**src/rtl/hzd_pkg.sv**
```systemverilog
// Shared types, character codes and pair conversion for the HZ stream decoder.
`timescale 1ns / 1ps

package hzd_pkg;

    // Configuration register indexes
    localparam logic [2:0] REG_PASS_EIGHT_BITS   = 3'd0;
    localparam logic [2:0] REG_NEWLINE_TO_CR     = 3'd1;
    localparam logic [2:0] REG_KEEP_CONTINUATION = 3'd2;
    localparam logic [2:0] REG_MAC_LAYOUT        = 3'd3;
    localparam logic [2:0] REG_BOX_CODE          = 3'd4;
    localparam logic [2:0] REG_SPACE_CODE        = 3'd5;

    localparam logic [15:0] BOX_CODE_RESET   = 16'hA1F5;
    localparam logic [15:0] SPACE_CODE_RESET = 16'hA1A1;

    // Error codes
    localparam logic [2:0] ERR_NONE           = 3'd0;
    localparam logic [2:0] ERR_UNEXPECTED_END = 3'd1;
    localparam logic [2:0] ERR_BAD_ESCAPE     = 3'd2;
    localparam logic [2:0] ERR_BAD_PAIR       = 3'd3;
    localparam logic [2:0] ERR_BAD_LEAD       = 3'd4;

    // Characters
    localparam logic [7:0] CH_TILDE  = 8'h7E;
    localparam logic [7:0] CH_LBRACE = 8'h7B;
    localparam logic [7:0] CH_RBRACE = 8'h7D;
    localparam logic [7:0] CH_LF     = 8'h0A;
    localparam logic [7:0] CH_CR     = 8'h0D;
    localparam logic [7:0] CH_SPACE  = 8'h20;
    localparam logic [7:0] CH_DEL    = 8'h7F;
    localparam logic [7:0] GB_FIRST  = 8'h21;
    localparam logic [7:0] GB_LEAD_LAST = 8'h77;
    localparam logic [7:0] EXT_LEAD_FIRST = 8'h78;
    localparam logic [7:0] EXT_LEAD_LAST  = 8'h7D;
    localparam logic [7:0] HIGH_BIT  = 8'h80;
    localparam logic [7:0] MAC_HI_BASE   = 8'h81;
    localparam logic [7:0] MAC_ODD_BASE  = 8'h40;
    localparam logic [7:0] MAC_EVEN_BASE = 8'h9F;

    typedef struct packed {
        logic        pass_eight_bits;
        logic        newline_to_cr;
        logic        keep_continuation;
        logic        mac_layout;
        logic [15:0] box_code;
        logic [15:0] space_code;
    } cfg_t;

    typedef struct packed {
        logic [7:0] in_byte;
        logic       end_of_input;
    } in_word_t;

    typedef struct packed {
        logic [7:0]  out_byte;
        logic        byte_valid;
        logic [2:0]  error_code;
        logic [15:0] error_total;
        logic        last_of_run;
    } out_word_t;

    // One decoded input: one or two result words
    typedef struct packed {
        logic [7:0]  byte0;
        logic [7:0]  byte1;
        logic        two;
        logic        valid0;
        logic [2:0]  error_code;
        logic [15:0] error_total;
    } job_t;

    // Shifted-layout conversion of a valid pair; result is {high, low}
    function automatic logic [15:0] mac_pair(input logic [7:0] hi, input logic [7:0] lo);
        logic [7:0] hd;
        logic [7:0] ld;
        logic [7:0] h;
        logic [7:0] l;
        hd = hi - GB_FIRST;
        ld = lo - GB_FIRST;
        h  = MAC_HI_BASE + {1'b0, hd[7:1]};
        if (hi[0])
        begin
            l = MAC_ODD_BASE + ld;
            if (l >= CH_DEL)
            begin
                l = l + 8'd1;
            end
        end
        else
        begin
            l = MAC_EVEN_BASE + ld;
        end
        return {h, l};
    endfunction

endpackage

```
**src/rtl/hz_stream_decoder_core.sv**
```systemverilog
// HZ stream decoder top level: configuration registers, front end, job queue, output sequencer.
`timescale 1ns / 1ps

// Decodes an HZ byte stream into GB bytes. One input word is taken per clock while the
// two-entry job queue has room; each word produces zero, one or two result words, and the
// output sequencer sends one result word per clock while out_ready is high. Throughput is
// one input word per cycle for single-byte results; GB pairs and two-byte repairs are bound
// by the result port, which sends both words. An accepted word passes the job queue and the
// sequencer's current-job register before its first result word. Every result of one input
// carries that input's error code and the running error total (low 16 bits of a saturating
// counter of ERROR_COUNT_BITS bits). The user must write configuration through
// cfg_we/cfg_index/cfg_data only while the decoder is idle; the block does not enforce it.

module hz_stream_decoder_core #(
    parameter int ERROR_COUNT_BITS = 16
) (
    input  logic               clk,
    input  logic               rst_n,
    input  logic               in_valid,
    output logic               in_ready,
    input  hzd_pkg::in_word_t  in_data,
    output logic               out_valid,
    input  logic               out_ready,
    output hzd_pkg::out_word_t out_data,
    input  logic               cfg_we,
    input  logic [2:0]         cfg_index,
    input  logic [15:0]        cfg_data
);

    hzd_pkg::cfg_t cfg_reg;
    hzd_pkg::job_t push_job;
    hzd_pkg::job_t pop_job;
    logic          push, pop, q_empty, q_full;

    always_ff @(posedge clk or negedge rst_n)
    begin
        if (!rst_n)
        begin
            cfg_reg.pass_eight_bits   <= 1'b0;
            cfg_reg.newline_to_cr     <= 1'b0;
            cfg_reg.keep_continuation <= 1'b0;
            cfg_reg.mac_layout        <= 1'b0;
            cfg_reg.box_code          <= hzd_pkg::BOX_CODE_RESET;
            cfg_reg.space_code        <= hzd_pkg::SPACE_CODE_RESET;
        end
        else if (cfg_we)
        begin
            unique case (cfg_index)
                hzd_pkg::REG_PASS_EIGHT_BITS:   cfg_reg.pass_eight_bits   <= cfg_data[0];
                hzd_pkg::REG_NEWLINE_TO_CR:     cfg_reg.newline_to_cr     <= cfg_data[0];
                hzd_pkg::REG_KEEP_CONTINUATION: cfg_reg.keep_continuation <= cfg_data[0];
                hzd_pkg::REG_MAC_LAYOUT:        cfg_reg.mac_layout        <= cfg_data[0];
                hzd_pkg::REG_BOX_CODE:          cfg_reg.box_code          <= cfg_data;
                hzd_pkg::REG_SPACE_CODE:        cfg_reg.space_code        <= cfg_data;
                default:                        ;
            endcase
        end
    end

    hzd_front #(
        .ERROR_COUNT_BITS(ERROR_COUNT_BITS)
    ) u_front (
        .clk      (clk),
        .rst_n    (rst_n),
        .cfg      (cfg_reg),
        .in_valid (in_valid),
        .in_ready (in_ready),
        .in_data  (in_data),
        .q_full   (q_full),
        .push     (push),
        .job      (push_job)
    );

    hzd_queue u_queue (
        .clk      (clk),
        .rst_n    (rst_n),
        .push     (push),
        .push_job (push_job),
        .pop      (pop),
        .pop_job  (pop_job),
        .empty    (q_empty),
        .full     (q_full)
    );

    hzd_back u_back (
        .clk       (clk),
        .rst_n     (rst_n),
        .q_empty   (q_empty),
        .q_job     (pop_job),
        .pop       (pop),
        .out_valid (out_valid),
        .out_ready (out_ready),
        .out_data  (out_data)
    );

endmodule

```
**src/rtl/hzd_front.sv**
```systemverilog
// Front end: accepts HZ words, tracks escape/GB state and builds result jobs.
`timescale 1ns / 1ps

module hzd_front #(
    parameter int ERROR_COUNT_BITS = 16
) (
    input  logic              clk,
    input  logic              rst_n,
    input  hzd_pkg::cfg_t     cfg,
    input  logic              in_valid,
    output logic              in_ready,
    input  hzd_pkg::in_word_t in_data,
    input  logic              q_full,
    output logic              push,
    output hzd_pkg::job_t     job
);

    logic                        gb_mode_reg, gb_mode_next;
    logic                        esc_reg, esc_next;
    logic                        lead_reg, lead_next;
    logic [7:0]                  lead_byte_reg, lead_byte_next;
    logic [ERROR_COUNT_BITS-1:0] err_cnt_reg, err_cnt_next;

    logic        accept;
    logic [7:0]  c;
    logic [7:0]  hi;
    logic        trail_ok;
    logic        count_err;
    logic [1:0]  n;
    logic [7:0]  b0, b1;
    logic [2:0]  err;
    logic [15:0] pair;
    logic [31:0] cnt_ext;

    assign in_ready = !q_full;
    assign accept   = in_valid && in_ready;
    assign c        = cfg.pass_eight_bits ? in_data.in_byte : {1'b0, in_data.in_byte[6:0]};
    assign hi       = lead_byte_reg;
    assign trail_ok = (c >= hzd_pkg::GB_FIRST) && (c <= hzd_pkg::CH_TILDE);
    assign pair     = cfg.mac_layout ? hzd_pkg::mac_pair(hi, c)
                                     : {hi | hzd_pkg::HIGH_BIT, c | hzd_pkg::HIGH_BIT};

    always_comb
    begin
        gb_mode_next   = gb_mode_reg;
        esc_next       = esc_reg;
        lead_next      = lead_reg;
        lead_byte_next = lead_byte_reg;
        count_err      = 1'b0;
        n              = 2'd0;
        b0             = 8'h00;
        b1             = 8'h00;
        err            = hzd_pkg::ERR_NONE;

        if (in_data.end_of_input)
        begin
            if (esc_reg || lead_reg)
            begin
                err       = hzd_pkg::ERR_UNEXPECTED_END;
                count_err = 1'b1;
            end
            esc_next       = 1'b0;
            lead_next      = 1'b0;
            lead_byte_next = 8'h00;
            gb_mode_next   = 1'b0;
            n              = 2'd1;
        end
        else if (!gb_mode_reg)
        begin
            if (esc_reg)
            begin
                esc_next = 1'b0;
                priority if (c == hzd_pkg::CH_TILDE)
                begin
                    n  = 2'd1;
                    b0 = hzd_pkg::CH_TILDE;
                end
                else if (c == hzd_pkg::CH_LBRACE)
                begin
                    gb_mode_next = 1'b1;
                end
                else if (c == hzd_pkg::CH_LF)
                begin
                    if (cfg.keep_continuation)
                    begin
                        n  = 2'd1;
                        b0 = hzd_pkg::CH_LF;
                    end
                end
                else
                begin
                    err       = hzd_pkg::ERR_BAD_ESCAPE;
                    count_err = 1'b1;
                    n         = 2'd2;
                    b0        = hzd_pkg::CH_TILDE;
                    b1        = c;
                end
            end
            else if (c == hzd_pkg::CH_TILDE)
            begin
                esc_next = 1'b1;
            end
            else
            begin
                n  = 2'd1;
                b0 = (cfg.newline_to_cr && c == hzd_pkg::CH_LF) ? hzd_pkg::CH_CR : c;
            end
        end
        else if (!lead_reg)
        begin
            if (c >= hzd_pkg::CH_SPACE && c <= hzd_pkg::CH_TILDE)
            begin
                lead_next      = 1'b1;
                lead_byte_next = c;
            end
            else
            begin
                err          = hzd_pkg::ERR_BAD_LEAD;
                count_err    = 1'b1;
                gb_mode_next = 1'b0;
                n            = 2'd1;
                b0           = c;
            end
        end
        else
        begin
            lead_next      = 1'b0;
            lead_byte_next = 8'h00;
            priority if (hi >= hzd_pkg::GB_FIRST && hi <= hzd_pkg::GB_LEAD_LAST && trail_ok)
            begin
                n  = 2'd2;
                b0 = pair[15:8];
                b1 = pair[7:0];
            end
            else if (hi == hzd_pkg::CH_TILDE && c == hzd_pkg::CH_RBRACE)
            begin
                gb_mode_next = 1'b0;
            end
            else
            begin
                err       = hzd_pkg::ERR_BAD_PAIR;
                count_err = 1'b1;
                priority if (hi >= hzd_pkg::EXT_LEAD_FIRST && hi <= hzd_pkg::EXT_LEAD_LAST
                             && trail_ok)
                begin
                    n  = 2'd2;
                    b0 = cfg.box_code[15:8];
                    b1 = cfg.box_code[7:0];
                end
                else if (hi == hzd_pkg::CH_TILDE)
                begin
                    gb_mode_next = 1'b0;
                    n            = 2'd2;
                    b0           = hi;
                    b1           = c;
                end
                else if (hi == hzd_pkg::CH_SPACE)
                begin
                    n  = 2'd1;
                    b0 = c;
                end
                else if (c == hzd_pkg::CH_SPACE)
                begin
                    n  = 2'd2;
                    b0 = cfg.space_code[15:8];
                    b1 = cfg.space_code[7:0];
                end
                else
                begin
                    gb_mode_next = 1'b0;
                    n            = 2'd2;
                    b0           = hi;
                    b1           = c;
                end
            end
        end
    end

    // saturating error count
    assign err_cnt_next = (count_err && (err_cnt_reg != '1)) ? err_cnt_reg + 1'b1 : err_cnt_reg;
    assign cnt_ext      = 32'(err_cnt_next);

    assign push             = accept && (n != 2'd0);
    assign job.byte0        = b0;
    assign job.byte1        = b1;
    assign job.two          = (n == 2'd2);
    assign job.valid0       = !in_data.end_of_input;
    assign job.error_code   = err;
    assign job.error_total  = cnt_ext[15:0];

    always_ff @(posedge clk or negedge rst_n)
    begin
        if (!rst_n)
        begin
            gb_mode_reg   <= 1'b0;
            esc_reg       <= 1'b0;
            lead_reg      <= 1'b0;
            lead_byte_reg <= 8'h00;
            err_cnt_reg   <= '0;
        end
        else if (accept)
        begin
            gb_mode_reg   <= gb_mode_next;
            esc_reg       <= esc_next;
            lead_reg      <= lead_next;
            lead_byte_reg <= lead_byte_next;
            err_cnt_reg   <= err_cnt_next;
        end
    end

endmodule

```
**src/rtl/hzd_queue.sv**
```systemverilog
// Two-entry job queue between the front end and the output sequencer.
`timescale 1ns / 1ps

module hzd_queue (
    input  logic          clk,
    input  logic          rst_n,
    input  logic          push,
    input  hzd_pkg::job_t push_job,
    input  logic          pop,
    output hzd_pkg::job_t pop_job,
    output logic          empty,
    output logic          full
);

    hzd_pkg::job_t mem_reg [2];
    logic          wr_ptr_reg, wr_ptr_next;
    logic          rd_ptr_reg, rd_ptr_next;
    logic [1:0]    count_reg, count_next;
    logic          do_push, do_pop;

    assign empty   = (count_reg == 2'd0);
    assign full    = (count_reg == 2'd2);
    assign do_push = push && !full;
    assign do_pop  = pop && !empty;
    assign pop_job = mem_reg[rd_ptr_reg];

    always_comb
    begin
        wr_ptr_next = do_push ? !wr_ptr_reg : wr_ptr_reg;
        rd_ptr_next = do_pop ? !rd_ptr_reg : rd_ptr_reg;
        count_next  = count_reg + {1'b0, do_push} - {1'b0, do_pop};
    end

    always_ff @(posedge clk)
    begin
        if (do_push)
        begin
            mem_reg[wr_ptr_reg] <= push_job;
        end
    end

    always_ff @(posedge clk or negedge rst_n)
    begin
        if (!rst_n)
        begin
            wr_ptr_reg <= 1'b0;
            rd_ptr_reg <= 1'b0;
            count_reg  <= 2'd0;
        end
        else
        begin
            wr_ptr_reg <= wr_ptr_next;
            rd_ptr_reg <= rd_ptr_next;
            count_reg  <= count_next;
        end
    end

endmodule

```
**src/rtl/hzd_back.sv**
```systemverilog
// Output sequencer: turns each job into one or two result words.
`timescale 1ns / 1ps

module hzd_back (
    input  logic               clk,
    input  logic               rst_n,
    input  logic               q_empty,
    input  hzd_pkg::job_t      q_job,
    output logic               pop,
    output logic               out_valid,
    input  logic               out_ready,
    output hzd_pkg::out_word_t out_data
);

    hzd_pkg::job_t cur_reg;
    logic          busy_reg, busy_next;
    logic          phase_reg, phase_next;
    logic          last;
    logic          done;

    assign last      = !cur_reg.two || phase_reg;
    assign done      = busy_reg && out_ready && last;
    assign pop       = (!busy_reg || done) && !q_empty;
    assign out_valid = busy_reg;

    assign out_data.out_byte    = phase_reg ? cur_reg.byte1 : cur_reg.byte0;
    assign out_data.byte_valid  = phase_reg ? 1'b1 : cur_reg.valid0;
    assign out_data.error_code  = cur_reg.error_code;
    assign out_data.error_total = cur_reg.error_total;
    assign out_data.last_of_run = last;

    always_comb
    begin
        busy_next  = busy_reg;
        phase_next = phase_reg;
        if (pop)
        begin
            busy_next  = 1'b1;
            phase_next = 1'b0;
        end
        else if (done)
        begin
            busy_next  = 1'b0;
            phase_next = 1'b0;
        end
        else if (busy_reg && out_ready)
        begin
            phase_next = 1'b1;
        end
    end

    always_ff @(posedge clk)
    begin
        if (pop)
        begin
            cur_reg <= q_job;
        end
    end

    always_ff @(posedge clk or negedge rst_n)
    begin
        if (!rst_n)
        begin
            busy_reg  <= 1'b0;
            phase_reg <= 1'b0;
        end
        else
        begin
            busy_reg  <= busy_next;
            phase_reg <= phase_next;
        end
    end

endmodule

```
**config.mk**
```make
export PLATFORM = sky130hd
export DESIGN_NAME = hz_stream_decoder_core
export DESIGN_NICKNAME = d
export VERILOG_FILES = /design/src/rtl/hzd_pkg.sv /design/src/rtl/hz_stream_decoder_core.sv /design/src/rtl/hzd_front.sv /design/src/rtl/hzd_queue.sv /design/src/rtl/hzd_back.sv
export SDC_FILE = /design/constraint.sdc
export NUM_CORES = 1
export LEC_CHECK = 0
export BUFFER_PORTS_ARGS = -buffer_cell sky130_fd_sc_hd__buf_2
export CORE_ASPECT_RATIO = 0.5
export CORE_MARGIN = 3
export CORE_UTILIZATION = 40
export DETAILED_ROUTE_END_ITERATION = 8
export PLACE_DENSITY_LB_ADDON = 0.05
export SLEW_MARGIN = 5
export SYNTH_ARGS = -nofsm -noshare
export SYNTH_HDL_FRONTEND = slang
export SYNTH_SLANG_ARGS = --single-unit
export TNS_END_PERCENT = 20
```
**constraint.sdc**
```tcl
create_clock -name clk -period 6.27 [get_ports clk]
set_input_delay 0 -clock clk [delete_from_list [all_inputs] [get_ports clk]]
set_output_delay 0 -clock clk [all_outputs]
set_load 0.1 [all_outputs]
```
==> results.py <==
metrics = {
    "global_route": {
        "grt_pass1_vias": 6635,
        "grt_first_pass_wirelength_um": 39100,
        "grt_use_total_pct": 19.7,
        "antenna_found_initial": 0,
        "grt_start_max_net_pins": 70,
        "grt.overflow.total": 0,
    },
    "pwr": {
        "powerDensity_nw_per_um2": 471,
        "ir_drop_uv": 287,
        "p_total_mw": 5.17,
        "leakage_nw": 4.16,
    },
    "finish": {
        "final_cells": 1204,
        "multiInputGateArea_um2": 4260,
        "fin_util_pct": 46.9,
        "largest_reg_flops": 74,
        "ff_latch_area_um2": 5080,
        "drive_above_1_share_pct": 25.4,
        "nets": 932,
        "fillers": 2134,
        "area_growth_pct": 12.3,
        "final_area_um2": 11000,
        "num_antenna_cells": 0,
    },
    "clocking": {
        "cts_tree": "yes",
        "numCtsBuffers": 17,
        "cts.sinks": 180,
        "post_cts_resize_count": 0,
        "clock_latency_ns": 0.44,
        "clkSlewWorstSetupHoldPaths_ns": 0.07,
        "clockRootBuffer": "clkbuf_16",
        "clockBufferDepth": 2,
        "h-tree-depth": 4,
        "hold_buffers": 23,
        "cts_setup_buffers": 0,
    },
    "die": {
        "core-area_um2": 23400,
        "die_w_um": 227,
        "die_area_um2": 26500,
        "start_util_pct": 41.7,
        "die_h_um": 117,
        "ios": 64,
        "rows": 39,
    },
    "sta": {
        "tns_ns": 0,
        "fin_ws_ns": 2.36,
        "final.period_utilization_pct": 62.3,
        "layout_min_cycle_time_ns": 3.91,
        "clock-skew-final_ns": 0.0121,
        "hold_viol": 0,
        "rsz0062_at_grt": "no",
        "drv_slew": 0,
        "max_slew_margin_pct": 32.3,
        "finalSetupViolations": 0,
        "max_freq_ghz": 0.256,
        "holdWs_ns": 0.0493,
        "worst_pin_slew_ns": 1.01,
    },
    "setup_path": {
        "path_class": "reg -> reg",
        "startpoint_type": "flop",
        "crit_chain": "inv_1 > ha_1 > or4b_4 > o21ai_4 > a2111o_1 > o211ai_1 > a21oi_1 > nor3_2 > buf_4",
        "cp_max_fo": 37,
        "crit_path_end_kind": "flop",
        "critPathArrivalTime_ns": 4.04,
        "worstPathRequired_ns": 6.41,
        "cp_slowest_cell": "dfrtp_1",
        "crit_path_max_incr_delay_ns": 0.61,
    },
    "synth": {
        "synth_edf_count": 111,
        "synth.distinct_cells": 86,
        "synth_area_um2": 9770,
        "synthArstFlopShare_pct": 38.3,
        "avgSynthCellArea_um2": 11.6,
        "post-synth-top-count-cell": "edfxtp_1",
        "ys_warn_count": 0,
        "ys.flop_type": "edfxtp_1",
        "yosys.area.top_type": "edfxtp_1",
        "ys_seq_area_share_pct": 52.0,
        "syn_inst": 844,
        "synth.area.top_cells": "edfxtp_1, dfrtp_1, mux2_2",
        "synth-seq-cells": 180,
        "syn_nets": 892,
        "synth_commonest_cells": "edfxtp_1, mux2_2, nand2_1",
        "synth_top_area_share_pct": 34.1,
    },
    "job": {
        "drv_cap": 0,
    },
    "detailed_routing": {
        "dr.max_layer_used": "met4",
        "vias_per_cell": 5.76,
        "wl_met1_um": 11900,
        "vias": 6936,
        "wire_per_inst_um": 20.8,
        "dr.pass1.iters": 4,
        "met3WireLength_um": 1880,
        "drt-total-wl_um": 25100,
        "first_iter_violations": 407,
        "final_antenna_net_count": 0,
        "drc_errors": 0,
        "dr_wl_met2_um": 11000,
    },
    "placement": {
        "dp_hpwl_um": 17400,
        "gp_congestion": 0.943,
        "place_ws_ns": 2.39,
        "placed_area_um2": 10200,
        "dp.cells": 1149,
        "numPortBuffers": 63,
    },
    "status": {
        "run_status": "finished, final reports clean",
    },
    "hold_path": {
        "hold_class": "in -> reg",
    },
}
-- power breakdown --
part | switching, mW | internal, mW | leakage [nW]
registers | 0.238 | 1.72 | 1.90
logic | 1.53 | 0.620 | 1.98
clock network | 0.476 | 0.576 | 0.279
-- layout make-up --
| type | count | share of cell area, % |
|---|---|---|
| sequential | 180 | 46.3 |
| clock buffer | 20 | 4.16 |
| timing repair buffer | 93 | 5.45 |
| clock inverter | 12 | 1.06 |
| tap | 307 | 3.50 |
| multi-input combinational | 571 | 38.8 |
| inverter | 21 | 0.718 |
-- cells in the final DEF, fill, tap and decap left out, types with 11 or more instances in the layout --
cell type	count
nor2_1	41
or3_1	11
nand4_1	17
a21oi_1	26
nand2_1	58
dfstp_2	15
o21ai_0	31
mux2i_1	12
and3_1	14
nor3_1	13
dlygate4sd3_1	23
buf_2	63
clkbuf_16	17
dfrtp_1	54
xnor2_1	30
mux2_2	85
nand3_1	28
ha_1	15
edfxtp_1	111
inv_1	21
-- path summary, 6_finish.rpt --
check | startpoint | endpoint | slack (ns) | depth (start not counted)
min | in_data[7] | u_front.hi[6] | 0.05 | 2
min in group asynchronous | rst_n | cfg_reg[6] | 0.30 | 3
min reg2reg | cfg_reg[19] | cfg_reg[19] | 0.51 | 1
max in group asynchronous | rst_n | u_front.err_cnt_reg[6] | 5.32 | 3
max reg2reg | u_front.hi[0] | u_queue.mem_reg[1][3] | 2.36 | 9
max | u_front.hi[0] | u_queue.mem_reg[1][3] | 2.36 | 9
-- routing by layer --
layer,global-route usage [%],vias to the layer above
met5,0,-
met3,6.58,21
met1,27.4,3436
met4,5.09,0
met2,29.7,204
li1,-,3275
-- logic make-up (layout without fill, tap and decap cells) --
| group | Yosys count | in the layout | synth area share, % |
|---|---|---|---|
| AO/OA/AOI/OAI | 175 | 175 | 13.3 |
| XOR/XNOR | 35 | 35 | 3.14 |
| adder cells (fa/ha/maj) | 15 | 15 | 1.92 |
| buffers and inverters | 93 | 146 | 4.71 |
| flip-flops | 180 | 180 | 52.0 |
| multiplexers | 99 | 99 | 11.3 |
| AND/OR/NAND/NOR | 247 | 247 | 13.7 |
-- critical path: cells and delay by family (launching register included) --
family                     cells  cell delay, ns
AOI/OAI and AO/OA              4            1.35
adders and majority gates      1            0.38
buffers and inverters          2            0.62
DFF                            1            0.61
and+or+nand+nor                2            0.60
No activity file was read; power rests on OpenSTA's default activity.
